==> src/design/pixel_block_binning_macros.svh <==
// Assertion macros shared by the pixel binning RTL.
`ifndef PIXEL_BLOCK_BINNING_MACROS_SVH
`define PIXEL_BLOCK_BINNING_MACROS_SVH

// Condition must hold at every clock edge outside reset.
`define PBB_ASSERT_ALWAYS(lbl, clk, rst_n, cond, msg) \
    lbl: assert property (@(posedge clk) disable iff (!rst_n) (cond)) else $error(msg);

// Antecedent implies consequent in the same cycle.
`define PBB_ASSERT_IMP(lbl, clk, rst_n, ante, cons, msg) \
    lbl: assert property (@(posedge clk) disable iff (!rst_n) (ante) |-> (cons)) else $error(msg);

`endif

==> src/design/pbb_pkg.sv <==
// Shared constants and types of the pixel binning block.
`default_nettype none

package pbb_pkg;

    // item field widths
    localparam int PIX_W      = 16;
    localparam int COL_W      = 12;
    localparam int ROW_W      = 12;

    // configuration register widths
    localparam int BF_W       = 4;
    localparam int LW_W       = 13;
    localparam int FR_W       = 13;
    localparam int CFG_IDX_W  = 2;
    localparam int CFG_DATA_W = 13;

    // register indexes
    localparam logic [CFG_IDX_W-1:0] CFG_BIN_FACTOR = 2'd0;
    localparam logic [CFG_IDX_W-1:0] CFG_LINE_WIDTH = 2'd1;
    localparam logic [CFG_IDX_W-1:0] CFG_FRAME_ROWS = 2'd2;

    // register reset values
    localparam int BF_RST = 6;
    localparam int LW_RST = 2255;
    localparam int FR_RST = 3791;

    // row limit (frame_rows saturates here)
    localparam int MAX_ROWS = 4096;

    // defaults of the top-level parameters
    localparam int DEF_MAX_WIDTH = 4096;
    localparam int DEF_MAX_BIN   = 8;

    // what to do with a finished square row
    typedef struct packed {
        logic emit;      // bottom row of the square: send result
        logic wr;        // any row above the bottom: write partial sum back
        logic use_prev;  // add the stored partial sum
        logic last;      // last binned pixel of the frame
    } t_acc_ctl;

endpackage

`default_nettype wire

==> src/design/pbb_accum.sv <==
// Line store add and write-back stage plus result output register.
`default_nettype none
`include "pixel_block_binning_macros.svh"

module pbb_accum #(
    parameter int MAX_WIDTH = pbb_pkg::DEF_MAX_WIDTH,
    localparam int OC_W     = $clog2(MAX_WIDTH),
    localparam int AW       = (MAX_WIDTH / 2 > 1) ? $clog2(MAX_WIDTH / 2) : 1
) (
    input  wire logic                          i_clk,
    input  wire logic                          i_rst_n,
    input  wire logic                          i_cmd_valid,
    input  wire pbb_pkg::t_acc_ctl             i_cmd,
    input  wire logic [pbb_pkg::PIX_W-1:0]     i_hsum,
    input  wire logic [OC_W-1:0]               i_oc,
    input  wire logic [pbb_pkg::ROW_W-1:0]     i_orow,
    output logic                               o_cmd_ready,
    input  wire logic [pbb_pkg::PIX_W-1:0]     i_rd_data,
    output logic                               o_wr_en,
    output logic      [AW-1:0]                 o_wr_addr,
    output logic      [pbb_pkg::PIX_W-1:0]     o_wr_data,
    output logic                               o_bin_valid,
    input  wire logic                          i_bin_ready,
    output logic      [pbb_pkg::PIX_W-1:0]     o_binned_value,
    output logic      [pbb_pkg::COL_W-1:0]     o_out_col,
    output logic      [pbb_pkg::ROW_W-1:0]     o_out_row,
    output logic                               o_frame_last
);

    logic                          r_s_valid;
    pbb_pkg::t_acc_ctl             r_s_ctl;
    logic [pbb_pkg::PIX_W-1:0]     r_s_hsum;
    logic [OC_W-1:0]               r_s_oc;
    logic [pbb_pkg::ROW_W-1:0]     r_s_orow;

    logic                          r_o_valid;
    logic [pbb_pkg::PIX_W-1:0]     r_o_value;
    logic [pbb_pkg::COL_W-1:0]     r_o_col;
    logic [pbb_pkg::ROW_W-1:0]     r_o_row;
    logic                          r_o_last;

    logic                          out_free;
    logic                          s_go;
    logic [pbb_pkg::PIX_W-1:0]     sum;

    assign out_free    = !r_o_valid || i_bin_ready;
    // write-back items never wait; results wait for a free output slot
    assign s_go        = r_s_valid && (!r_s_ctl.emit || out_free);
    assign o_cmd_ready = !r_s_valid || s_go;
    assign sum         = (r_s_ctl.use_prev ? i_rd_data : '0) + r_s_hsum;

    assign o_wr_en   = s_go && r_s_ctl.wr;
    assign o_wr_addr = r_s_oc[AW-1:0];
    assign o_wr_data = sum;

    always_ff @(posedge i_clk) begin
        if (!i_rst_n) begin
            r_s_valid <= 1'b0;
            r_o_valid <= 1'b0;
        end else begin
            if (i_cmd_valid && o_cmd_ready) begin
                r_s_valid <= 1'b1;
            end else if (s_go) begin
                r_s_valid <= 1'b0;
            end
            if (s_go && r_s_ctl.emit) begin
                r_o_valid <= 1'b1;
            end else if (i_bin_ready) begin
                r_o_valid <= 1'b0;
            end
        end
    end

    always_ff @(posedge i_clk) begin
        if (i_cmd_valid && o_cmd_ready) begin
            r_s_ctl  <= i_cmd;
            r_s_hsum <= i_hsum;
            r_s_oc   <= i_oc;
            r_s_orow <= i_orow;
        end
        if (s_go && r_s_ctl.emit) begin
            r_o_value <= sum;
            r_o_col   <= pbb_pkg::COL_W'(r_s_oc);
            r_o_row   <= r_s_orow;
            r_o_last  <= r_s_ctl.last;
        end
    end

    assign o_bin_valid    = r_o_valid;
    assign o_binned_value = r_o_value;
    assign o_out_col      = r_o_col;
    assign o_out_row      = r_o_row;
    assign o_frame_last   = r_o_last;

    `PBB_ASSERT_IMP(a_wr_no_stall, i_clk, i_rst_n, r_s_valid && !r_s_ctl.emit, o_cmd_ready, "write-back item stalled")
    `PBB_ASSERT_IMP(a_full_stall, i_clk, i_rst_n, r_s_valid && r_s_ctl.emit && r_o_valid && !i_bin_ready, !o_cmd_ready, "item taken while result slot full")
    `PBB_ASSERT_IMP(a_one_action, i_clk, i_rst_n, r_s_valid, r_s_ctl.emit != r_s_ctl.wr, "square row neither emits nor writes back")

endmodule

`default_nettype wire

==> config.mk <==
export PLATFORM = sky130hd
export DESIGN_NAME = pbb_accum
export DESIGN_NICKNAME = d
export VERILOG_FILES = /design/src/design/pbb_pkg.sv /design/src/design/pbb_accum.sv
export VERILOG_INCLUDE_DIRS = /design/src /design/src/design
export SDC_FILE = /design/constraint.sdc
export NUM_CORES = 1
export LEC_CHECK = 0
export ABC_AREA = 1
export BUFFER_PORTS_ARGS = -buffer_cell sky130_fd_sc_hd__clkbuf_2
export CORE_MARGIN = 5
export CORE_UTILIZATION = 41
export DETAILED_ROUTE_END_ITERATION = 6
export GPL_ROUTABILITY_DRIVEN = 0
export PLACE_DENSITY = 0.74
export SLEW_MARGIN = 15
export SYNTH_ARGS = -nofsm -noshare
export SYNTH_HDL_FRONTEND = slang
export SYNTH_SLANG_ARGS = --single-unit
==> constraint.sdc <==
create_clock -name i_clk -period 3.3 [get_ports i_clk]
set_input_delay 0.165 -clock i_clk [delete_from_list [all_inputs] [get_ports i_clk]]
set_output_delay 0.165 -clock i_clk [all_outputs]
set_load 0.01 [all_outputs]
==> run_summary.xml, run 1 <==
<?xml version="1.0" encoding="UTF-8"?>
<metrics>
  <group name="synthesis">
    <metric name="synth_most_common_cell" unit="">sky130_fd_sc_hd__nand2_1</metric>
    <metric name="synth_edf_count" unit="">85</metric>
    <metric name="async_sr_flop_fraction" unit="%">0</metric>
    <metric name="most_used_flip_flop_cell_after_synthesis" unit="">sky130_fd_sc_hd__edfxtp_1</metric>
    <metric name="netlist_top_cells_count" unit="">99 x sky130_fd_sc_hd__nand2_1, 85 x sky130_fd_sc_hd__edfxtp_1, 54 x sky130_fd_sc_hd__inv_1, 15 x sky130_fd_sc_hd__ha_1</metric>
    <metric name="synth_nets" unit="">400</metric>
    <metric name="synth.yosys.seq_area_share" unit="%">68.8</metric>
    <metric name="post-synth-top-area-fraction" unit="%">67.7</metric>
    <metric name="synth_top_area_cell" unit="">sky130_fd_sc_hd__edfxtp_1</metric>
    <metric name="postSynthRegisterBits" unit="">87</metric>
    <metric name="warnings_from_yosys" unit="">0</metric>
    <metric name="post_synth_inst_count" unit="">320</metric>
    <metric name="ys_top_cells_by_area" unit="">sky130_fd_sc_hd__edfxtp_1 68%, sky130_fd_sc_hd__nand2_1 9.9%, sky130_fd_sc_hd__inv_1 5.4%</metric>
    <metric name="syn-cell-area" unit="mm2">0.00377</metric>
    <metric name="yosys.cell_types.count" unit="">25</metric>
    <metric name="mean_post_synth_cell_area" unit="um2">11.8</metric>
  </group>
  <group name="placed_design">
    <metric name="detailed_place_hpwl" unit="mm">5.86</metric>
    <metric name="detailed_place.area" unit="mm2">0.00449</metric>
    <metric name="io_buffers" unit="">134</metric>
  </group>
  <group name="clocking">
    <metric name="clock_sinks" unit="">87</metric>
    <metric name="ctsHtreeMaxLevel" unit="">3</metric>
    <metric name="ctsResizeCount" unit="">0</metric>
    <metric name="cts.clk_slew.worst_paths" unit="ns">0.10</metric>
    <metric name="cts_tree" unit="">built</metric>
    <metric name="cts-buffers-inserted" unit="">9</metric>
    <metric name="ctsHoldBuffers" unit="">45</metric>
    <metric name="clk_root_buffer_cell" unit="">sky130_fd_sc_hd__clkbuf_8</metric>
    <metric name="cts_max_path_buffers" unit="">2</metric>
    <metric name="worstSkewPairLatency" unit="ns">0.35</metric>
    <metric name="cts_post_setup_buffers_inserted" unit="">0</metric>
  </group>
  <group name="global_routing">
    <metric name="grt_pass1_wl" unit="mm">13.1</metric>
    <metric name="first_global_vias" unit="">2856</metric>
    <metric name="grt_util_all_layers" unit="%">15.0</metric>
    <metric name="largest_net_degree_at_the_start_of_global_routing" unit="">45</metric>
    <metric name="grt-ovfl-total" unit="">0</metric>
    <metric name="grt_antenna_before_repair" unit="">0</metric>
  </group>
  <group name="floorplan">
    <metric name="die-width" unit="um">106</metric>
    <metric name="core_area" unit="mm2">0.00911</metric>
    <metric name="fp-row-count" unit="">35</metric>
    <metric name="design.portCount" unit="">135</metric>
    <metric name="die_height" unit="um">106</metric>
    <metric name="initial_core_util" unit="%">41.4</metric>
    <metric name="die_area" unit="mm2">0.0112</metric>
  </group>
  <group name="setup_path">
    <metric name="start_kind" unit="">register</metric>
    <metric name="worstSetupPathType" unit="">reg2out</metric>
    <metric name="critPathArrivalTime" unit="ns">2.58</metric>
    <metric name="worst-path-max-fanout" unit="">16</metric>
    <metric name="cp-startpoint" unit="">r_s_ctl[1]</metric>
    <metric name="cp_data_required_time" unit="ns">3.13</metric>
    <metric name="critical_path.reg2reg.startpoint" unit="">r_s_ctl[1]</metric>
    <metric name="reg2reg_to" unit="">o_binned_value[14]</metric>
    <metric name="worst_setup_path_endpoint" unit="">o_wr_data[14]</metric>
    <metric name="setup.worst_path.end_class" unit="">output port</metric>
    <metric name="reg2reg_setup_slack" unit="ns">0.94</metric>
    <metric name="reg2regPathDepth" unit="">12</metric>
  </group>
  <group name="timing">
    <metric name="min_period" unit="ns">2.75</metric>
    <metric name="hold_ws" unit="ns">0.101</metric>
    <metric name="rsz0062_at_grt" unit="">no</metric>
    <metric name="report.final.setup_viol" unit="">0</metric>
    <metric name="report.final.slew_viol_count" unit="">0</metric>
    <metric name="fin_tns_setup" unit="ns">0</metric>
    <metric name="timing.final.hold_violations" unit="">0</metric>
    <metric name="setup_skew_after_layout" unit="ns">0.0117</metric>
    <metric name="fmaxAchievable" unit="MHz">364</metric>
    <metric name="worst_pin_slew" unit="ns">0.925</metric>
    <metric name="max-slew-margin-rel" unit="%">38.2</metric>
    <metric name="share_of_the_clock_period_used_by_the_worst_path_after_layout" unit="%">83.3</metric>
  </group>
  <group name="cells_and_area">
    <metric name="fin_area" unit="mm2">0.00512</metric>
    <metric name="fillCellCount" unit="">798</metric>
    <metric name="utilization" unit="%">56.2</metric>
    <metric name="nets" unit="">577</metric>
    <metric name="antenna_cells" unit="">0</metric>
    <metric name="drive_above_1_share" unit="%">31.3</metric>
    <metric name="area.growth.synth_to_final" unit="%">35.8</metric>
  </group>
  <group name="job">
    <metric name="drv.max_cap_violation_count" unit="">0</metric>
  </group>
  <group name="pwr">
    <metric name="ir_worst_vdd" unit="uV">289</metric>
    <metric name="power.density" unit="mW/mm2">458</metric>
    <metric name="p_leak" unit="uW">0.00249</metric>
  </group>
  <group name="routing">
    <metric name="route.met3.wl" unit="um">625</metric>
    <metric name="top_signal_layer_used" unit="">met4</metric>
    <metric name="dr.pass1.iters" unit="">4</metric>
    <metric name="route.vias.total" unit="">2744</metric>
    <metric name="route.met2.wl" unit="mm">4.12</metric>
    <metric name="drt.antenna.violating_nets" unit="">0</metric>
    <metric name="post_drt_wl_per_cell" unit="um">13.3</metric>
    <metric name="viasPerCell" unit="">4.48</metric>
    <metric name="initialDrtViolationCount" unit="">78</metric>
    <metric name="wire_length_the_detailed_router_placed_on_met1" unit="mm">3.21</metric>
    <metric name="drcViolationCount" unit="">0</metric>
    <metric name="finalWirelength" unit="mm">8.18</metric>
  </group>
  <group name="min_path">
    <metric name="timing.hold.worst.class" unit="">in2reg</metric>
  </group>
  <group name="run_status">
    <metric name="run_status" unit="">complete, no violations</metric>
  </group>
</metrics>
==> area by class of cell <==
type / instances / area, um2 / area share (%)
clock buffers: 11 / 141 / 2.76
clock inverters: 5 / 41.3 / 0.807
inverters: 55 / 206 / 4.03
multi-input cells: 165 / 877 / 17.1
flip-flops and latches: 87 / 2590 / 50.6
well taps: 111 / 139 / 2.71
repair buffers: 179 / 1120 / 21.9
==> kinds of logic (layout without fill, tap and decap cells) <==
group / count (synthesis) / in the layout / share of synthesized area, %
fa+ha+maj: 16 / 16 / 5.51
simple gates: 133 / 133 / 14.8
xor+xnor: 8 / 8 / 1.86
flops: 87 / 87 / 68.8
buf+inv: 68 / 250 / 7.93
compound gates: 8 / 8 / 1.13
==> critical path, cell delays in order, from the launching register on <==
cell,delay (ns)
sky130_fd_sc_hd__edfxtp_1,0.62
sky130_fd_sc_hd__nand2_1,0.16
sky130_fd_sc_hd__inv_1,0.05
sky130_fd_sc_hd__ha_1,0.21
sky130_fd_sc_hd__fa_1,0.42
sky130_fd_sc_hd__nand2_1,0.09
sky130_fd_sc_hd__nand2_1,0.08
sky130_fd_sc_hd__nand3b_1,0.09
sky130_fd_sc_hd__nand2_1,0.10
sky130_fd_sc_hd__nand2_1,0.10
sky130_fd_sc_hd__nand2_1,0.06
sky130_fd_sc_hd__nand2_1,0.06
sky130_fd_sc_hd__nand2_1,0.06
sky130_fd_sc_hd__clkbuf_2,0.13
==> layer usage <==
metal | up-vias | track usage [%]
met5 | - | 0
met4 | 0 | 6.57
met3 | 21 | 5.27
met2 | 91 | 26.7
met1 | 1251 | 16.0
li1 | 1381 | -
==> worst min path at each step <==
stage / from / to / slack, ns / depth (start not counted)
after global routing: i_cmd_valid / r_s_valid / 0.08 / 3
after detailed placement: i_oc[11] / r_s_oc[11] / 0.34 / 1
after global placement: i_orow[11] / r_s_orow[11] / 0.34 / 1
final: i_cmd_valid / r_s_valid / 0.10 / 3
after CTS: i_cmd_valid / r_s_valid / 0.08 / 3
after floorplan: i_rst_n / o_bin_valid / 0.26 / 2
==> cell usage in the layout (no fill, tap or decap), types with 7 or more instances in the layout <==
master / Yosys / layout
sky130_fd_sc_hd__xor2_1: 7 / 7
sky130_fd_sc_hd__clkbuf_8: 0 / 10
sky130_fd_sc_hd__a21oi_1: 7 / 7
sky130_fd_sc_hd__nand3_1: 11 / 11
sky130_fd_sc_hd__nor2_1: 10 / 10
sky130_fd_sc_hd__inv_1: 54 / 52
sky130_fd_sc_hd__edfxtp_1: 85 / 85
sky130_fd_sc_hd__dlygate4sd3_1: 0 / 45
sky130_fd_sc_hd__ha_1: 15 / 15
sky130_fd_sc_hd__nand2_1: 99 / 99
sky130_fd_sc_hd__clkbuf_2: 1 / 134
==> sequential cells by signal, indices dropped and copies added, names as in the netlist <==
register        cells
o_binned_value     16
r_s_hsum           16
o_out_col          12
o_out_row          12
r_s_oc             12
r_s_orow           12
r_s_ctl             4
o_bin_valid         1
o_frame_last        1
r_s_valid           1
==> where the power goes <==
part	switching [uW]	total (uW)	leakage, uW	internal (uW)
Clock	396	696	0.0000861	300
Combinational	197	354	0.00158	157
Sequential	18.6	1300	0.000824	1280
Total	611	2350	0.00249	1730
==> through the flow <==
step                total power (uW)  cells  setup WS, ns
finish                          2350    613         0.551
global route                    2460    613         0.272
CTS                             2370    613         0.506
detailed placement              1630    552         0.937
global placement                1630    552          1.03
floorplan                       1510    320          1.32
Note: power is estimated with default switching activity, not from simulation.
==> run 2: changes to the inputs <==
Settings changed: PLACE_DENSITY 0.74 to 0.77.
Clock period 3.3 ns to 2.4 ns, I/O delays scaled along.
==> run 2 against run 1 <==
The flow now finishes with violations (negative setup slack). Flip-flop and latch count did not move. Clock-buffer cell count shrank 1. Sequential power up 38%.
==> run_summary.xml, run 2 (same netlist as run 1, synthesis figures left out) <==
<?xml version="1.0" encoding="UTF-8"?>
<metrics>
  <group name="clocking">
    <metric name="cts.clk_slew.worst_paths" unit="ns">0.09</metric>
    <metric name="clock_sinks" unit="">87</metric>
    <metric name="clk_root_buffer_cell" unit="">sky130_fd_sc_hd__clkbuf_8</metric>
    <metric name="cts-buffers-inserted" unit="">9</metric>
    <metric name="cts_tree" unit="">built</metric>
    <metric name="ctsHtreeMaxLevel" unit="">3</metric>
    <metric name="cts_max_path_buffers" unit="">2</metric>
    <metric name="worstSkewPairLatency" unit="ns">0.36</metric>
  </group>
  <group name="routing">
    <metric name="viasPerCell" unit="">4.58</metric>
    <metric name="dr.pass1.iters" unit="">4</metric>
    <metric name="initialDrtViolationCount" unit="">91</metric>
    <metric name="drcViolationCount" unit="">0</metric>
    <metric name="post_drt_wl_per_cell" unit="um">14.8</metric>
    <metric name="route.vias.total" unit="">2871</metric>
    <metric name="drt.antenna.violating_nets" unit="">0</metric>
    <metric name="finalWirelength" unit="mm">9.27</metric>
  </group>
  <group name="run_status">
    <metric name="failing_checks" unit="">negative setup slack</metric>
    <metric name="run_status" unit="">finished, violations left</metric>
  </group>
  <group name="placed_design">
    <metric name="detailed_place_hpwl" unit="mm">6.32</metric>
    <metric name="io_buffers" unit="">134</metric>
    <metric name="worst_setup_timing_slack_at_the_placement_stage" unit="ns">0.177</metric>
    <metric name="placed_cells" unit="">555</metric>
  </group>
  <group name="setup_path">
    <metric name="critical_path.reg2reg.startpoint" unit="">r_s_ctl[1]</metric>
    <metric name="critPathMaxStageDelay" unit="ns">0.49</metric>
    <metric name="cpMostUsedCell" unit="">sky130_fd_sc_hd__nand2_1</metric>
    <metric name="reg2regPathDepth" unit="">11</metric>
    <metric name="reg2reg_to" unit="">o_binned_value[13]</metric>
    <metric name="worst_path_max_delay_cell" unit="">sky130_fd_sc_hd__edfxtp_1</metric>
    <metric name="critPathArrivalTime" unit="ns">2.31</metric>
    <metric name="setup.worst_path.end_class" unit="">output port</metric>
    <metric name="critPathBufInv" unit="">4</metric>
    <metric name="worstSetupPathType" unit="">reg2out</metric>
    <metric name="worst-path-max-fanout" unit="">5</metric>
    <metric name="crit_family" unit="">simple AND/OR/NAND/NOR gates</metric>
    <metric name="cp_data_required_time" unit="ns">2.28</metric>
    <metric name="start_kind" unit="">register</metric>
    <metric name="reg2reg_setup_slack" unit="ns">0.36</metric>
    <metric name="sequence_of_cells_on_the_critical_path" unit="">buf_6, nand2_2, inv_2, ha_4, nand2_4, inv_2, nand2_1, nor3_2, nand2_1, nand2_1, nand2_1, nand2_2, clkbuf_2</metric>
  </group>
  <group name="timing">
    <metric name="timing.final.hold_violations" unit="">0</metric>
    <metric name="timing.final.ws_setup" unit="ns">-0.0346</metric>
    <metric name="report.final.slew_viol_count" unit="">0</metric>
    <metric name="report.final.setup_viol" unit="">1</metric>
    <metric name="max-slew-margin-rel" unit="%">64.4</metric>
    <metric name="fin_tns_setup" unit="ns">-0.0346</metric>
    <metric name="share_of_the_clock_period_used_by_the_worst_path_after_layout" unit="%">101</metric>
    <metric name="rsz0062_at_grt" unit="">yes</metric>
    <metric name="worst_pin_slew" unit="ns">0.533</metric>
    <metric name="setup_skew_after_layout" unit="ns">0.0124</metric>
    <metric name="fmaxAchievable" unit="MHz">411</metric>
    <metric name="min_period" unit="ns">2.43</metric>
  </group>
  <group name="global_routing">
    <metric name="grt_util_all_layers" unit="%">16.3</metric>
    <metric name="largest_net_degree_at_the_start_of_global_routing" unit="">42</metric>
    <metric name="grt_pass1_wl" unit="mm">14.2</metric>
    <metric name="grt_antenna_before_repair" unit="">0</metric>
    <metric name="first_global_vias" unit="">2939</metric>
    <metric name="grt-ovfl-total" unit="">0</metric>
  </group>
  <group name="floorplan">
    <metric name="fp-row-count" unit="">35</metric>
    <metric name="initial_core_util" unit="%">41.4</metric>
    <metric name="die_height" unit="um">106</metric>
    <metric name="die-width" unit="um">106</metric>
    <metric name="core_area" unit="mm2">0.00911</metric>
    <metric name="die_area" unit="mm2">0.0112</metric>
    <metric name="design.portCount" unit="">135</metric>
  </group>
  <group name="job">
    <metric name="drv.max_cap_violation_count" unit="">0</metric>
  </group>
  <group name="cells_and_area">
    <metric name="drive_above_1_share" unit="%">45.9</metric>
    <metric name="utilization" unit="%">61.8</metric>
    <metric name="final_common_cell" unit="">sky130_fd_sc_hd__clkbuf_2</metric>
    <metric name="nets" unit="">591</metric>
    <metric name="highest_count_cells_in_the_layout_ignoring_fill_and_taps" unit="">127 x sky130_fd_sc_hd__clkbuf_2, 85 x sky130_fd_sc_hd__edfxtp_1, 68 x sky130_fd_sc_hd__nand2_1</metric>
    <metric name="finalNonFillerCells" unit="">627</metric>
    <metric name="antenna_cells" unit="">0</metric>
    <metric name="area.growth.synth_to_final" unit="%">49.4</metric>
  </group>
  <group name="pwr">
    <metric name="ir_worst_vdd" unit="uV">331</metric>
    <metric name="report.power.total" unit="uW">3500</metric>
    <metric name="p_leak" unit="uW">0.00260</metric>
    <metric name="power.density" unit="mW/mm2">621</metric>
  </group>
  <group name="min_path">
    <metric name="worstHoldPathCells" unit="">3</metric>
    <metric name="hold_end" unit="">r_s_valid</metric>
    <metric name="worstHoldStart" unit="">i_cmd_valid</metric>
    <metric name="timing.hold.worst.class" unit="">in2reg</metric>
  </group>
</metrics>
==> run 2: changes by cell type in the layout (fill, tap and decap cells not counted), sizes merged <==
cell	delta
clkinv	-1
inv	+3
clkbuf	-8
buf	+21
bufinv	+1
clkinvlp	-2
==> run 2: where the power goes <==
part           leakage [uW]  total [uW]  switching (uW)  internal, uW
Combinational       0.00167         639             335           304
Clock              0.000110        1070             544           526
Sequential         0.000824        1790            30.4          1760
Total               0.00260        3500             910          2590
==> run 2: area by class of cell <==
cell class | count | area (um2)
clock inverter | 6 | 72.6
inverter | 55 | 206
sequential | 87 | 2590
tap | 111 | 139
timing repair buffer | 193 | 1270
fill | 704 | 3480
clock buffer | 10 | 138
multi-input combinational | 165 | 1210
==> run 2: metal layers <==
metal / up-vias / GRT usage, % / wire length [um] / share of wire [%]
li1: 1409 / - / - / -
met4: 0 / 4.53 / 181 / 2.0
met5: - / 0 / 0 / 0
met2: 113 / 28.3 / 4740 / 51
met3: 18 / 5.88 / 728 / 7.9
met1: 1331 / 19.0 / 3620 / 39
==> run 2: what timing repair did <==
action,CTS,global route
gates cloned,1,0
setup buffers,3,7
endpoints found under the setup margin,12,12
endpoints found under the hold margin,46,0
pin swaps,3,19
gates resized for setup,18,70
hold buffers,45,0
==> run 2: metrics by stage <==
| step | hold slack [ns] | instance area, um2 |
|---|---|---|
| 6_report | 0.0635 | 5630 |
| 5_1_grt | 0.0618 | 5630 |
| 4_1_cts | 0.0414 | 5320 |
| 3_5_place_dp | 0.299 | 4520 |
| 3_3_place_gp | 0.297 | 4520 |
| 2_1_floorplan | 0.218 | 3770 |
==> run 2: worst reg2reg max path: cells and delay by family, from the launching register on <==
kind,cells,cell delay [ns]
and+or+nand+nor,7,0.68
DFF,1,0.49
adders and majority gates,1,0.29
buffers and inverters,3,0.32
==> run 2: how the worst max path moves through the flow <==
stage | cells after the start | slack [ns] | endpoint | start
final | 13 | -0.03 | o_wr_data[13] | r_s_ctl[1]
after global placement | 9 | 0.30 | o_wr_data[4] | r_s_ctl[1]
after floorplan | 12 | 0.42 | o_binned_value[12] | r_s_ctl[1]
after CTS | 10 | -0.04 | o_wr_data[7] | r_s_ctl[1]
after detailed placement | 12 | 0.18 | o_binned_value[14] | r_s_ctl[1]
after global routing | 13 | -0.17 | o_wr_data[14] | r_s_ctl[1]
