<file path="src/design/pixel_block_binning_macros.svh">
// Assertion macros shared by the pixel binning RTL.
`ifndef PIXEL_BLOCK_BINNING_MACROS_SVH
`define PIXEL_BLOCK_BINNING_MACROS_SVH

// Condition must hold at every clock edge outside reset.
`define PBB_ASSERT_ALWAYS(lbl, clk, rst_n, cond, msg) \
    lbl: assert property (@(posedge clk) disable iff (!rst_n) (cond)) else $error(msg);

// Antecedent implies consequent in the same cycle.
`define PBB_ASSERT_IMP(lbl, clk, rst_n, ante, cons, msg) \
    lbl: assert property (@(posedge clk) disable iff (!rst_n) (ante) |-> (cons)) else $error(msg);

`endif

</file>
<file path="src/design/pbb_pkg.sv">
// Shared constants and types of the pixel binning block.
`default_nettype none

package pbb_pkg;

    // item field widths
    localparam int PIX_W      = 16;
    localparam int COL_W      = 12;
    localparam int ROW_W      = 12;

    // configuration register widths
    localparam int BF_W       = 4;
    localparam int LW_W       = 13;
    localparam int FR_W       = 13;
    localparam int CFG_IDX_W  = 2;
    localparam int CFG_DATA_W = 13;

    // register indexes
    localparam logic [CFG_IDX_W-1:0] CFG_BIN_FACTOR = 2'd0;
    localparam logic [CFG_IDX_W-1:0] CFG_LINE_WIDTH = 2'd1;
    localparam logic [CFG_IDX_W-1:0] CFG_FRAME_ROWS = 2'd2;

    // register reset values
    localparam int BF_RST = 6;
    localparam int LW_RST = 2255;
    localparam int FR_RST = 3791;

    // row limit (frame_rows saturates here)
    localparam int MAX_ROWS = 4096;

    // defaults of the top-level parameters
    localparam int DEF_MAX_WIDTH = 4096;
    localparam int DEF_MAX_BIN   = 8;

    // what to do with a finished square row
    typedef struct packed {
        logic emit;      // bottom row of the square: send result
        logic wr;        // any row above the bottom: write partial sum back
        logic use_prev;  // add the stored partial sum
        logic last;      // last binned pixel of the frame
    } t_acc_ctl;

endpackage

`default_nettype wire

</file>
<file path="src/design/pbb_ctrl.sv">
// Pixel position tracking, horizontal sum and line store read issue.
`default_nettype none
`include "pixel_block_binning_macros.svh"

module pbb_ctrl #(
    parameter int MAX_WIDTH = pbb_pkg::DEF_MAX_WIDTH,
    parameter int MAX_BIN   = pbb_pkg::DEF_MAX_BIN,
    localparam int OC_W     = $clog2(MAX_WIDTH),
    localparam int AW       = (MAX_WIDTH / 2 > 1) ? $clog2(MAX_WIDTH / 2) : 1
) (
    input  wire logic                             i_clk,
    input  wire logic                             i_rst_n,
    input  wire logic                             i_cfg_valid,
    input  wire logic [pbb_pkg::CFG_IDX_W-1:0]    i_cfg_index,
    input  wire logic [pbb_pkg::CFG_DATA_W-1:0]   i_cfg_data,
    input  wire logic                             i_pix_accept,
    input  wire logic [pbb_pkg::PIX_W-1:0]        i_pixel_value,
    output logic                                  o_cmd_valid,
    output pbb_pkg::t_acc_ctl                     o_cmd,
    output logic      [pbb_pkg::PIX_W-1:0]        o_hsum,
    output logic      [OC_W-1:0]                  o_oc,
    output logic      [pbb_pkg::ROW_W-1:0]        o_orow,
    output logic                                  o_rd_en,
    output logic      [AW-1:0]                    o_rd_addr
);

    localparam int WW   = OC_W + 1;
    localparam int PH_W = $clog2(MAX_BIN);
    localparam int B_W  = $clog2(MAX_BIN + 1);
    localparam int HW   = pbb_pkg::FR_W;
    localparam int RW   = pbb_pkg::ROW_W;
    localparam int XW   = ((WW > B_W) ? WW : B_W) + 1;
    localparam int YW   = ((HW > B_W) ? HW : B_W) + 1;

    localparam logic [B_W-1:0] RST_B =
        B_W'((pbb_pkg::BF_RST > MAX_BIN) ? MAX_BIN : pbb_pkg::BF_RST);
    localparam logic [WW-1:0] RST_W =
        WW'((pbb_pkg::LW_RST > MAX_WIDTH) ? MAX_WIDTH : pbb_pkg::LW_RST);
    localparam logic [HW-1:0] RST_H =
        HW'((pbb_pkg::FR_RST > pbb_pkg::MAX_ROWS) ? pbb_pkg::MAX_ROWS : pbb_pkg::FR_RST);

    // saturate register writes once, on the way in; zero reads as one
    function automatic logic [B_W-1:0] clamp_bin(input logic [pbb_pkg::BF_W-1:0] v);
        if (v == '0) begin
            return B_W'(1);
        end else if (int'(v) > MAX_BIN) begin
            return B_W'(MAX_BIN);
        end
        return B_W'(v);
    endfunction

    function automatic logic [WW-1:0] clamp_width(input logic [pbb_pkg::LW_W-1:0] v);
        if (v == '0) begin
            return WW'(1);
        end else if (int'(v) > MAX_WIDTH) begin
            return WW'(MAX_WIDTH);
        end
        return WW'(v);
    endfunction

    function automatic logic [HW-1:0] clamp_rows(input logic [pbb_pkg::FR_W-1:0] v);
        if (v == '0) begin
            return HW'(1);
        end else if (int'(v) > pbb_pkg::MAX_ROWS) begin
            return HW'(pbb_pkg::MAX_ROWS);
        end
        return HW'(v);
    endfunction

    logic [B_W-1:0]             r_b, n_b;
    logic [WW-1:0]              r_w, n_w;
    logic [HW-1:0]              r_h, n_h;
    logic [OC_W-1:0]            r_col, n_col;
    logic [RW-1:0]              r_row, n_row;
    logic [PH_W-1:0]            r_cph, n_cph;
    logic [PH_W-1:0]            r_rph, n_rph;
    logic [pbb_pkg::PIX_W-1:0]  r_hsum, n_hsum;
    logic [OC_W-1:0]            r_oc, n_oc;
    logic [RW-1:0]              r_orow, n_orow;
    logic                       r_col_fit, n_col_fit;
    logic                       r_row_fit, n_row_fit;

    logic                       col_in;
    logic                       row_in;
    logic                       in_reg;
    logic                       cph_end;
    logic                       rph_end;
    logic                       nxt_col_fit;
    logic                       nxt_row_fit;
    logic                       col_wrap;
    logic                       row_wrap;
    logic                       sq_done;
    logic                       cfg_hit;
    logic [pbb_pkg::PIX_W-1:0]  hsum_new;

    // square fits when it starts: checked from config at column/row zero,
    // else carried forward from the previous square
    assign col_in      = (r_col == '0) ? (XW'(r_b) <= XW'(r_w)) : r_col_fit;
    assign row_in      = (r_row == '0) ? (YW'(r_b) <= YW'(r_h)) : r_row_fit;
    assign in_reg      = col_in && row_in;
    assign cph_end     = B_W'(r_cph) >= (r_b - B_W'(1));
    assign rph_end     = B_W'(r_rph) >= (r_b - B_W'(1));
    assign nxt_col_fit = (XW'(r_col) + XW'(1) + XW'(r_b)) <= XW'(r_w);
    assign nxt_row_fit = (YW'(r_row) + YW'(1) + YW'(r_b)) <= YW'(r_h);
    assign col_wrap    = (XW'(r_col) + XW'(1)) >= XW'(r_w);
    assign row_wrap    = (YW'(r_row) + YW'(1)) >= YW'(r_h);
    assign hsum_new    = (r_cph == '0) ? i_pixel_value : r_hsum + i_pixel_value;
    assign sq_done     = in_reg && cph_end;

    always_comb begin
        n_b       = r_b;
        n_w       = r_w;
        n_h       = r_h;
        n_col     = r_col;
        n_row     = r_row;
        n_cph     = r_cph;
        n_rph     = r_rph;
        n_hsum    = r_hsum;
        n_oc      = r_oc;
        n_orow    = r_orow;
        n_col_fit = r_col_fit;
        n_row_fit = r_row_fit;
        cfg_hit   = 1'b0;

        if (i_cfg_valid) begin
            cfg_hit = 1'b1;
            unique case (i_cfg_index)
                pbb_pkg::CFG_BIN_FACTOR: n_b = clamp_bin(i_cfg_data[pbb_pkg::BF_W-1:0]);
                pbb_pkg::CFG_LINE_WIDTH: n_w = clamp_width(i_cfg_data[pbb_pkg::LW_W-1:0]);
                pbb_pkg::CFG_FRAME_ROWS: n_h = clamp_rows(i_cfg_data[pbb_pkg::FR_W-1:0]);
                default:                 cfg_hit = 1'b0;
            endcase
        end

        if (cfg_hit) begin
            // any register write restarts the frame
            n_col  = '0;
            n_row  = '0;
            n_cph  = '0;
            n_rph  = '0;
            n_hsum = '0;
            n_oc   = '0;
            n_orow = '0;
        end else if (i_pix_accept) begin
            // the rest of the current square keeps its fit
            n_col_fit = col_in;
            if (in_reg) begin
                n_hsum = hsum_new;
                if (cph_end) begin
                    n_cph     = '0;
                    n_oc      = r_oc + OC_W'(1);
                    n_col_fit = nxt_col_fit;
                end else begin
                    n_cph = r_cph + PH_W'(1);
                end
            end
            if (col_wrap) begin
                n_col     = '0;
                n_cph     = '0;
                n_oc      = '0;
                n_row_fit = row_in;
                if (row_in) begin
                    if (rph_end) begin
                        n_rph     = '0;
                        n_orow    = r_orow + RW'(1);
                        n_row_fit = nxt_row_fit;
                    end else begin
                        n_rph = r_rph + PH_W'(1);
                    end
                end
                if (row_wrap) begin
                    n_row  = '0;
                    n_rph  = '0;
                    n_orow = '0;
                end else begin
                    n_row = r_row + RW'(1);
                end
            end else begin
                n_col = r_col + OC_W'(1);
            end
        end
    end

    always_ff @(posedge i_clk) begin
        if (!i_rst_n) begin
            r_b       <= RST_B;
            r_w       <= RST_W;
            r_h       <= RST_H;
            r_col     <= '0;
            r_row     <= '0;
            r_cph     <= '0;
            r_rph     <= '0;
            r_hsum    <= '0;
            r_oc      <= '0;
            r_orow    <= '0;
            r_col_fit <= 1'b0;
            r_row_fit <= 1'b0;
        end else begin
            r_b       <= n_b;
            r_w       <= n_w;
            r_h       <= n_h;
            r_col     <= n_col;
            r_row     <= n_row;
            r_cph     <= n_cph;
            r_rph     <= n_rph;
            r_hsum    <= n_hsum;
            r_oc      <= n_oc;
            r_orow    <= n_orow;
            r_col_fit <= n_col_fit;
            r_row_fit <= n_row_fit;
        end
    end

    assign o_cmd_valid    = i_pix_accept && sq_done;
    assign o_cmd.emit     = rph_end;
    assign o_cmd.wr       = !rph_end;
    assign o_cmd.use_prev = (r_rph != '0);
    assign o_cmd.last     = !nxt_col_fit && !nxt_row_fit;
    assign o_hsum         = hsum_new;
    assign o_oc           = r_oc;
    assign o_orow         = r_orow;
    assign o_rd_en        = o_cmd_valid && o_cmd.use_prev;
    assign o_rd_addr      = r_oc[AW-1:0];

    `PBB_ASSERT_ALWAYS(a_cph_range, i_clk, i_rst_n, B_W'(r_cph) < r_b, "column phase beyond bin factor")
    `PBB_ASSERT_ALWAYS(a_col_range, i_clk, i_rst_n, XW'(r_col) < XW'(r_w), "column count beyond line width")
    `PBB_ASSERT_IMP(a_rd_row, i_clk, i_rst_n, o_rd_en, r_b > B_W'(1), "line store read with bin factor one")

endmodule

`default_nettype wire

</file>
<file path="config.mk">
export PLATFORM = sky130hd
export DESIGN_NAME = pbb_ctrl
export DESIGN_NICKNAME = d
export VERILOG_FILES = /design/src/design/pbb_pkg.sv /design/src/design/pbb_ctrl.sv
export VERILOG_INCLUDE_DIRS = /design/src /design/src/design
export SDC_FILE = /design/constraint.sdc
export NUM_CORES = 1
export LEC_CHECK = 0
export ABC_AREA = 1
export BUFFER_PORTS_ARGS = -buffer_cell sky130_fd_sc_hd__buf_2
export CAP_MARGIN = 20
export CORE_MARGIN = 2
export CORE_UTILIZATION = 45
export CTS_CLUSTER_SIZE = 30
export DETAILED_ROUTE_END_ITERATION = 6
export SLEW_MARGIN = 20
export SYNTH_ARGS = -nofsm -noshare
export SYNTH_HDL_FRONTEND = slang
export SYNTH_SLANG_ARGS = --single-unit
</file>
<file path="constraint.sdc">
create_clock -name i_clk -period 4.06 [get_ports i_clk]
set_clock_uncertainty 0.05 [all_clocks]
set_input_delay 0.203 -clock i_clk [delete_from_list [all_inputs] [get_ports i_clk]]
set_output_delay 0.203 -clock i_clk [all_outputs]
set_load 0.005 [all_outputs]
</file>
==> run_results.csv, run 1 <==
group,metric,value,unit
status,status,"finished clean",
placed_design,port_buffers,91,
timing,slew_headroom,59.0,%
yosys,synthCells,1241,
pwr,ir_drop,187,uV
drt,wl_per_cell,14.0,um
layout,most-common-layout-cells,"276 x nand2_1, 140 x inv_1, 105 x nor2_1",
yosys,ys_seq_area_share,24.3,%
timing,holdWs,0.0752,ns
timing,hold_viol,0,
worst_setup_path,endpoint_kind,"output pin",
clock_tree,htreeDepth,3,
min_path,min_path_type,"input port to register",
grt,grtUsageTotal,21.8,%
worst_setup_path,cpPeakStageDelay,0.37,ns
drt,wl,21.7,mm
floorplan,core,18100,um2
layout,drive_gt1_share,15.7,%
timing,period_share,95.6,%
layout,area_growth,13.6,%
timing,slew_violations,0,
timing,setup_viol,0,
floorplan,start_util,46.3,%
yosys,synth_enable_flop_cells,0,
yosys,syn_nets,1379,
clock_tree,numClockSinks,102,
layout,antenna_cells,0,
yosys,synth-async-reset-ratio,0,%
clock_tree,clk_latency,0.37,ns
layout,finalNetCount,1455,
yosys,synth_area_per_cell,6.77,um2
grt,grt_pass1_vias,7348,
grt,grt_max_degree,31,
drt,vias,8149,
clock_tree,clkTransAtPathRegs,0.08,ns
floorplan,die_h,141,um
clock_tree,cts_buffer_depth,2,
drt,drcViolationCount,0,
clock_tree,cts_root_buf,"clkbuf_16",
grt,antenna_found_initial,0,
timing,period_needed,3.88,ns
floorplan,die_w,141,um
yosys,synth-main-ff-cell,"dfxtp_1",
timing,worst_pin_slew,0.614,ns
yosys,syn_area,8400,um2
layout,final_util,52.6,%
clock_tree,cts-buffers-inserted,9,
min_path,holdPathStages,3,
drt,drtAntennaViolNets,0,
drt,drt_first_pass_iters,5,
grt,grt_pass1_wl,35.9,mm
layout,layout_commonest_cell,"nand2_1",
worst_setup_path,path_class,"register to output pin",
pwr,p_leak,4.61,nW
yosys,synth_cell_types,47,
worst_setup_path,cp.required,3.81,ns
yosys,yosysWarnings,0,
worst_setup_path,cp.arrival,3.63,ns
worst_setup_path,critPathMaxFanout,5,
floorplan,rows,49,
drt,vias_per_cell,5.25,
worst_setup_path,reg2reg_depth,18,
run,drv_cap,0,
pwr,power.density,256,nW/um2
worst_setup_path,startpoint_type,"register",
floorplan,io_pins,92,
placed_design,dp_hpwl,16.7,mm
grt,grt-ovfl-total,0,
worst_setup_path,critPathSlowestCell,"dfxtp_4",
clock_tree,tritoncts,"built",
floorplan,die_area,19800,um2
drt,first_iter_violations,377,
placed_design,gp_congestion,0.905,
worst_setup_path,worstPathCellList,"ha_1 > nor2_2 > nor2_4 > ha_4 > nand3_1 > nand2_1 > a21oi_1 > or2_2 > inv_1 > nand3_2 > nor2_4 > buf_4 > xor2_1 > ha_1 > nand2_2 > o21ai_0 > o21bai_1 > nand3_2 > nand2_1 > nor2_2 > buf_2",
timing,fmax,0.258,GHz
yosys,synth-seq-cells,102,
## cells by family (layout without fill, tap and decap cells)
group / after synthesis / after routing / share of synthesized area (%)
AO/OA/AOI/OAI: 227 / 227 / 15.1
XOR/XNOR: 56 / 56 / 6.02
adder cells (fa/ha/maj): 103 / 103 / 15.6
buffers and inverters: 196 / 277 / 9.85
flip-flops: 102 / 102 / 24.3
AND/OR/NAND/NOR: 557 / 557 / 29.1
## path summary, 6_finish.rpt
| path | start | to | slack [ns] |
|---|---|---|---|
| worst max-delay path | r_row[0]$_SDFFE_PP0P_ | o_cmd[0] | 0.18 |
| worst max register to register | r_col[0]$_SDFFE_PP0P_ | o_orow[4]$_SDFFE_PP0P_ | 0.53 |
| worst min register to register | r_row[11]$_SDFFE_PP0P_ | r_row[11]$_SDFFE_PP0P_ | 0.42 |
| worst min-delay path | i_pixel_value[6] | r_hsum[6]$_SDFFE_PP0P_ | 0.08 |
## registers in the layout (all words and copies together), names as in the netlist
signal / flops
r_col_fit: 1
r_row: 12
r_cph: 3
r_h: 13
o_oc: 12
r_b: 4
r_rph: 3
o_orow: 12
r_w: 13
r_row_fit: 1
r_col: 12
r_hsum: 16
## cells in the mapped netlist, types with 14 or more instances
cell type	instances	area [um2]
nor3_1	17	85.1
ha_1	100	1250
nand3_1	87	435
dfxtp_1	102	2040
buf_4	16	120
clkbuf_1	21	78.8
o21ai_0	58	290
inv_1	144	541
nand2_1	277	1040
xor2_1	41	359
o21ai_1	14	70.1
a21oi_1	104	521
nor2_1	112	420
a31oi_1	22	138
nand4_1	24	150
## layout make-up
class / count / area [um2]
well taps: 229 / 287
inverters: 152 / 571
flip-flops and latches: 102 / 2060
fillers: 1822 / 8610
clock buffers: 9 / 225
repair buffers: 109 / 591
multi-input cells: 943 / 5720
clock inverters: 7 / 88.8
## power breakdown
part / internal (mW) / switching, mW
Combinational: 0.177 / 0.302
Sequential: 1.03 / 0.0260
Clock: 0.444 / 0.469
## metal layers
metal	global-route usage (%)	up-vias	routed length [um]
met3	2.65	12	659
met2	35.6	137	9800
met5	0	-	0
met4	4.58	0	187
met1	31.1	3739	11000
li1	-	4261	-
## worst max-delay path, delay by kind of cell, from the launching register on
kind | cells | cell delay, ns
xor+xnor | 1 | 0.06
flops | 1 | 0.37
buf+inv | 3 | 0.32
compound gates | 3 | 0.40
fa+ha+maj | 3 | 0.83
simple gates | 11 | 1.31
## per-stage QoR
step	area, um2	instances	worst slack, ns	setup TNS (ns)	power, mW
3_5_place_dp	9010	1533	0.373	0	1.55
5_1_grt	9540	1551	-0.0114	-0.0114	2.58
3_3_place_gp	9010	1533	0.437	0	1.54
2_1_floorplan	8400	1241	0.970	0	1.40
4_1_cts	9330	1549	0.00239	0	2.47
6_report	9540	1551	0.180	0	2.45
## timing repair
item / 4_1_cts / 5_1_grt
buffers inserted: 0 / 2
pin swaps: 0 / 9
gates cloned: 0 / 0
gates resized for setup: 1 / 39
hold buffers: 0 / 0
setup endpoints to repair: 1 / 1
(Power assumes the default switching activity.)
==> inputs of run 2 (changes only) <==
- CELL_PAD_IN_SITES_DETAIL_PLACEMENT: default -> 1
- CELL_PAD_IN_SITES_GLOBAL_PLACEMENT: default -> 1
- CORE_UTILIZATION: 45 -> 43
- PLACE_DENSITY_LB_ADDON: default -> 0.1
==> run 2 against run 1 <==
  * Hold slack better by 0.0092 ns
  * Sequential share of layout area is 0.26 points lower
  * Setup slack worse by 0.0061 ns
  * Global-route usage is 2.5 points higher
  * Final cell count is 3.1% higher
  * Total power is 0.24% lower
  * Count of clock-buffer cells in the layout stayed put
  * Register-to-register slack worse by 0.02 ns
  * Critical path type unchanged
  * Critical endpoint unchanged
  * Largest cell class unchanged
  * Highest routed layer unchanged
==> run_results.csv, run 2 (synthesized netlist as in run 1, its figures left out) <==
group,metric,value,unit
min_path,worstHoldEndpoint,"r_hsum[5]$_SDFFE_PP0P_",
layout,most-common-layout-cells,"276 x nand2_1, 139 x inv_1, 104 x nor2_1",
drt,wl,25.1,mm
floorplan,start_util,43.4,%
drt,drt_first_pass_iters,4,
pwr,combPwrFrac,20.4,%
placed_design,dp.cells,1572,
floorplan,rows,51,
clock_tree,clk_latency,0.37,ns
timing,fmax,0.257,GHz
floorplan,die_h,144,um
timing,slew_headroom,57.3,%
grt,grtUsageMet2,43.3,%
worst_setup_path,cp.required,3.81,ns
clock_tree,tritoncts,"built",
placed_design,pre_cts_ws,0.284,ns
grt,antenna_found_initial,0,
placed_design,dp_hpwl,19.3,mm
clock_tree,htreeDepth,3,
drt,first_iter_violations,243,
timing,period_share,95.7,%
layout,largest_register,"r_hsum",
worst_setup_path,reg2reg_depth,17,
layout,fin_cells,1599,
pwr,p_leak,4.64,nW
timing,holdWs,0.0845,ns
worst_setup_path,crit_start,"r_row[0]$_SDFFE_PP0P_",
worst_setup_path,crit_top_cell,"nand2_1",
grt,grt_pass1_vias,8345,
worst_setup_path,r2r-end,"o_orow[3]$_SDFFE_PP0P_",
min_path,min_from,"i_pixel_value[5]",
layout,top_regs,"r_hsum: 16 flops, r_h: 13 flops, r_w: 13 flops",
grt,grt_use_met3,3.27,%
min_path,holdPathStages,3,
layout,area_growth,15.0,%
worst_setup_path,path_class,"register to output pin",
pwr,p_seq_share,43.2,%
worst_setup_path,cpPeakStageDelay,0.37,ns
worst_setup_path,r2r_start,"r_row[0]$_SDFFE_PP0P_",
grt,grt-ovfl-total,0,
timing,hold_viol,0,
floorplan,die_w,144,um
layout,largest_register_ffs,16,
worst_setup_path,cp.arrival,3.63,ns
clock_tree,cts-buffers-inserted,9,
timing,worst_slack,0.174,ns
grt,grt_pass1_wl,40.6,mm
drt,vias_per_cell,5.25,
floorplan,die_area,20700,um2
run,drv_cap,0,
layout,layout_commonest_cell,"nand2_1",
timing,setup_viol,0,
status,status,"finished clean",
layout,finalNetCount,1467,
drt,vias,8402,
worst_setup_path,endpoint_kind,"output pin",
pwr,internal_power,1.64,mW
worst_setup_path,r2r_slack,0.51,ns
grt,grt_use_met1,31.1,%
timing,period_needed,3.89,ns
timing,worst_pin_slew,0.639,ns
min_path,min_path_type,"input port to register",
pwr,ir_drop,204,uV
clock_tree,cts_buffer_depth,2,
grt,grtUsageTotal,24.3,%
clock_tree,numClockSinks,102,
clock_tree,clkTransAtPathRegs,0.08,ns
worst_setup_path,worstPathCellList,"ha_1 > nor2_2 > nor2_4 > ha_4 > nand3_1 > nand2_2 > a21oi_1 > or2_2 > inv_1 > nand3_2 > nor2_4 > nand2_1 > nand2_1 > nand2_1 > ha_4 > nand3_2 > nor3_2 > nand2_1 > nand3_2 > nand2_1 > nor2_2 > buf_2",
clock_tree,cts_root_buf,"clkbuf_16",
placed_design,gp_congestion,0.864,
pwr,power.density,253,nW/um2
grt,grt_max_degree,31,
floorplan,io_pins,92,
worst_setup_path,critPathSlowestCell,"dfxtp_4",
pwr,p_switching,0.796,mW
layout,drive_gt1_share,16.8,%
floorplan,core,19300,um2
drt,drtAntennaViolNets,0,
drt,drcViolationCount,0,
worst_setup_path,critPathMaxFanout,5,
drt,wl_per_cell,15.7,um
placed_design,port_buffers,91,
pwr,p_sw_share,32.6,%
grt,grt_busiest_layer,"met2",
worst_setup_path,startpoint_type,"register",
layout,antenna_cells,0,
timing,slew_violations,0,
pwr,p_clk_share,36.4,%
run 2: cell count changes in the layout (fill, tap and decap cells not counted), moves of 2 or more:
cell / change
a31oi_2: -2
ha_2: +2
a31oi_4: +2
clkinv_4: -2
inv_6: +2
buf_4: +12
clkinv_8: -3
run 2: what timing repair did:
action                     4_1_cts  5_1_grt
pin swaps                        0       20
hold endpoints to repair         0        0
buffers inserted                 0       11
hold buffers                     0        0
setup endpoints to repair        1        3
gates resized for setup          4       42
run 2: worst max-delay path, delay by kind of cell, from the launching register on:
kind | cells | cell delay, ns
flops | 1 | 0.37
simple gates | 16 | 1.84
fa+ha+maj | 3 | 0.79
compound gates | 1 | 0.07
buf+inv | 2 | 0.19
run 2: worst max path at each step:
stage | cells after the start | endpoint | slack, ns
floorplan | 20 | o_cmd[0] | 0.97
global placement | 23 | o_cmd[0] | 0.37
detailed placement | 23 | o_cmd[0] | 0.28
CTS | 23 | o_cmd[0] | 0.01
global route | 24 | o_cmd[0] | -0.09
finish | 22 | o_cmd[0] | 0.17
run 2: routing by layer:
metal / vias to the layer above / routed length (um)
met2: 95 / 12500
met3: 16 / 584
met4: 0 / 243
met5: - / 0
li1: 4272 / -
met1: 4019 / 11700
run 2: layout make-up:
class / instances / area, um2
repair buffers: 121 / 681
fillers: 2590 / 9680
inverters: 152 / 571
well taps: 265 / 332
flip-flops and latches: 102 / 2060
clock buffers: 9 / 225
multi-input cells: 943 / 5730
clock inverters: 7 / 63.8
run 2: power groups by stage:
stage	Combinational (mW)	Clock [mW]	Sequential [mW]
6_report	0.498	0.887	1.05
4_1_cts	0.489	0.915	1.05
3_5_place_dp	0.485	0	1.08
2_1_floorplan	0.330	0	1.07
5_1_grt	0.568	0.948	1.06
3_3_place_gp	0.472	0	1.08
run 2: stage by stage:
step / utilization (%) / cell area [um2] / power (mW) / setup TNS (ns)
after floorplan: - / 8400 / 1.40 / 0
after global placement: 47.0 / 9080 / 1.55 / 0
after detailed placement: 47.0 / 9080 / 1.56 / 0
after CTS: 48.5 / 9380 / 2.46 / 0
after global routing: 49.9 / 9660 / 2.57 / -0.0872
final: 49.9 / 9660 / 2.44 / 0
==> inputs of run 3 (changes only) <==
--- a/config.mk
+++ b/config.mk
@@ -9,2 +9,3 @@
 export ABC_AREA = 1
+export ABC_CLOCK_PERIOD_IN_PS = 4059
 export BUFFER_PORTS_ARGS = -buffer_cell sky130_fd_sc_hd__buf_2
--- a/constraint.sdc
+++ b/constraint.sdc
@@ -4,2 +4,2 @@
 set_output_delay 0.203 -clock i_clk [all_outputs]
-set_load 0.005 [all_outputs]
+set_load 0.01 [all_outputs]
==> run 3 against run 2 <==
  * Sequential cell count unchanged
  * Maximum frequency down 0.81%
  * Count of clock-buffer cells in the layout unchanged
  * Routed wire length down 1.3%
  * Sequential power about the same
  * Via count down 0.43%
  * Critical path type unchanged
  * Die area unchanged
  * Total power up 0.59%
  * Register-to-register slack worse by 0.12 ns
  * First-iteration DRC count up 12%
  * Global-route usage down 0.64 points
==> run_results.csv, run 3 (synthesized netlist as in run 1, its figures left out) <==
group,metric,value,unit
pwr,p_leak,4.65,nW
floorplan,die_area,20700,um2
timing,worst_pin_slew,0.622,ns
pwr,power.density,254,nW/um2
timing,slew_violations,0,
min_path,holdPathStages,3,
timing,hold_viol,0,
timing,fmax,0.255,GHz
layout,drive_gt1_share,16.7,%
clock_tree,cts_root_buf,"clkbuf_16",
clock_tree,clkTransAtPathRegs,0.09,ns
clock_tree,htreeDepth,3,
floorplan,rows,51,
timing,period_share,96.5,%
layout,seq_area,2060,um2
layout,layout_commonest_cell,"nand2_1",
layout,area_growth,14.8,%
drt,vias,8366,
grt,grtUsageTotal,23.7,%
layout,final_cell_area,9650,um2
floorplan,die_h,144,um
floorplan,die_w,144,um
grt,grt-ovfl-total,0,
floorplan,io_pins,92,
clock_tree,numClockSinks,102,
drt,wl,24.7,mm
floorplan,start_util,43.4,%
worst_setup_path,endpoint_kind,"output pin",
layout,fin_cells,1597,
drt,drcViolationCount,0,
clock_tree,cts_buffer_depth,2,
worst_setup_path,reg2reg_depth,17,
layout,multi_input_area,5720,um2
timing,holdWs,0.0826,ns
grt,grt_pass1_wl,39.8,mm
layout,most-common-layout-cells,"272 x nand2_1, 138 x inv_1, 105 x nor2_1",
placed_design,dp_hpwl,19.0,mm
worst_setup_path,crit_end,"o_cmd[0]",
floorplan,core,19300,um2
layout,top_regs,"r_hsum: 16 flops, r_h: 13 flops, r_w: 13 flops",
timing,slew_headroom,58.4,%
worst_setup_path,crit_start,"r_row[0]$_SDFFE_PP0P_",
worst_setup_path,cp.required,3.81,ns
timing,setup_viol,0,
pwr,ir_drop,197,uV
placed_design,place_area,9070,um2
worst_setup_path,cp.arrival,3.67,ns
run,drv_cap,0,
drt,first_iter_violations,273,
clock_tree,tritoncts,"built",
layout,n_fill_cell,2604,
worst_setup_path,r2r_start,"r_col[0]$_SDFFE_PP0P_",
placed_design,port_buffers,91,
layout,largest_register,"r_hsum",
worst_setup_path,path_class,"register to output pin",
layout,antenna_cells,0,
clock_tree,clk_latency,0.36,ns
grt,antenna_found_initial,0,
drt,drt_first_pass_iters,5,
layout,largest_register_ffs,16,
status,status,"finished clean",
layout,finalNetCount,1465,
clock_tree,cts-buffers-inserted,9,
placed_design,gp_congestion,0.873,
grt,grt_pass1_vias,8200,
worst_setup_path,startpoint_type,"register",
min_path,min_path_type,"input port to register",
worst_setup_path,critPathMaxFanout,4,
drt,vias_per_cell,5.24,
timing,period_needed,3.92,ns
worst_setup_path,r2r_slack,0.39,ns
drt,wl_per_cell,15.5,um
clock_tree,hold_buffers,0,
drt,drtAntennaViolNets,0,
worst_setup_path,r2r-end,"o_oc[2]$_SDFFE_PP0P_",
placed_design,dp.cells,1571,
grt,grt_max_degree,31,
==> run 3: cell count changes in the layout (fill, tap and decap cells not counted), sizes merged <==
cell,delta
buf,-2
clkinv,+1
inv,-1
==> run 3: through the flow <==
stage | utilization [%] | setup TNS, ns | total power, mW | worst slack [ns]
6_report | 49.9 | 0 | 2.45 | 0.142
5_1_grt | 49.9 | -0.0576 | 2.60 | -0.0576
4_1_cts | 48.6 | 0 | 2.48 | 0.0166
3_5_place_dp | 46.9 | 0 | 1.58 | 0.216
3_3_place_gp | 46.9 | 0 | 1.56 | 0.277
2_1_floorplan | - | 0 | 1.41 | 0.909
==> run 3: area by class of cell <==
type | instances | share of cell area, %
inverter | 152 | 5.92
clock inverter | 7 | 0.752
multi-input combinational | 943 | 59.3
timing repair buffer | 119 | 6.90
clock buffer | 9 | 2.33
tap | 265 | 3.44
sequential | 102 | 21.3
==> run 3: worst min path at each step <==
| stage | end | start | slack (ns) |
|---|---|---|---|
| after floorplan | r_h[12]$_SDFFE_PN0P_ | i_rst_n | 0.29 |
| after global placement | r_hsum[0]$_SDFFE_PP0P_ | r_hsum[0]$_SDFFE_PP0P_ | 0.41 |
| after detailed placement | r_hsum[0]$_SDFFE_PP0P_ | r_hsum[0]$_SDFFE_PP0P_ | 0.42 |
| after CTS | r_hsum[14]$_SDFFE_PP0P_ | i_pixel_value[14] | 0.07 |
| after global routing | r_hsum[14]$_SDFFE_PP0P_ | i_pixel_value[14] | 0.10 |
| final | r_hsum[14]$_SDFFE_PP0P_ | i_pixel_value[14] | 0.08 |
==> run 3: metal layers <==
metal / global-route usage [%] / part of all wire, % / vias up
li1: - / - / 4272
met1: 31.6 / 47 / 3955
met2: 41.2 / 48 / 112
met3: 3.07 / 2.9 / 27
met4: 4.54 / 1.6 / 0
met5: 0 / 0 / -
==> run 3: worst max-delay path, stage by stage (launching register included) <==
cell and delay (ns):
dfxtp_4 0.36, ha_1 0.22, nor2_2 0.15, nor2_4 0.07, ha_4 0.27, nand3_1 0.08, nand2_2 0.10, a21oi_1 0.06
or2_2 0.30, inv_1 0.08, nand3_2 0.11, nor2_4 0.15, buf_4 0.12, xor2_1 0.17, ha_1 0.27, nand2_2 0.10
o21ai_0 0.11, o21bai_1 0.18, nand3_2 0.12, nand2_2 0.09, nor2_2 0.04, buf_2 0.14
==> run 3: repair_timing <==
| action | CTS | global route |
|---|---|---|
| cloned | 0 | 0 |
| setup endpoints to repair | 1 | 1 |
| pin swaps | 1 | 23 |
| gates resized for setup | 5 | 40 |
| endpoints found under the hold margin | 0 | 0 |
| setup buffers | 1 | 9 |
==> run 3: power breakdown <==
part / leakage, nW / internal [mW] / switching [mW]
Sequential: 0.832 / 1.03 / 0.0256
Combinational: 3.67 / 0.181 / 0.328
Clock: 0.143 / 0.437 / 0.455
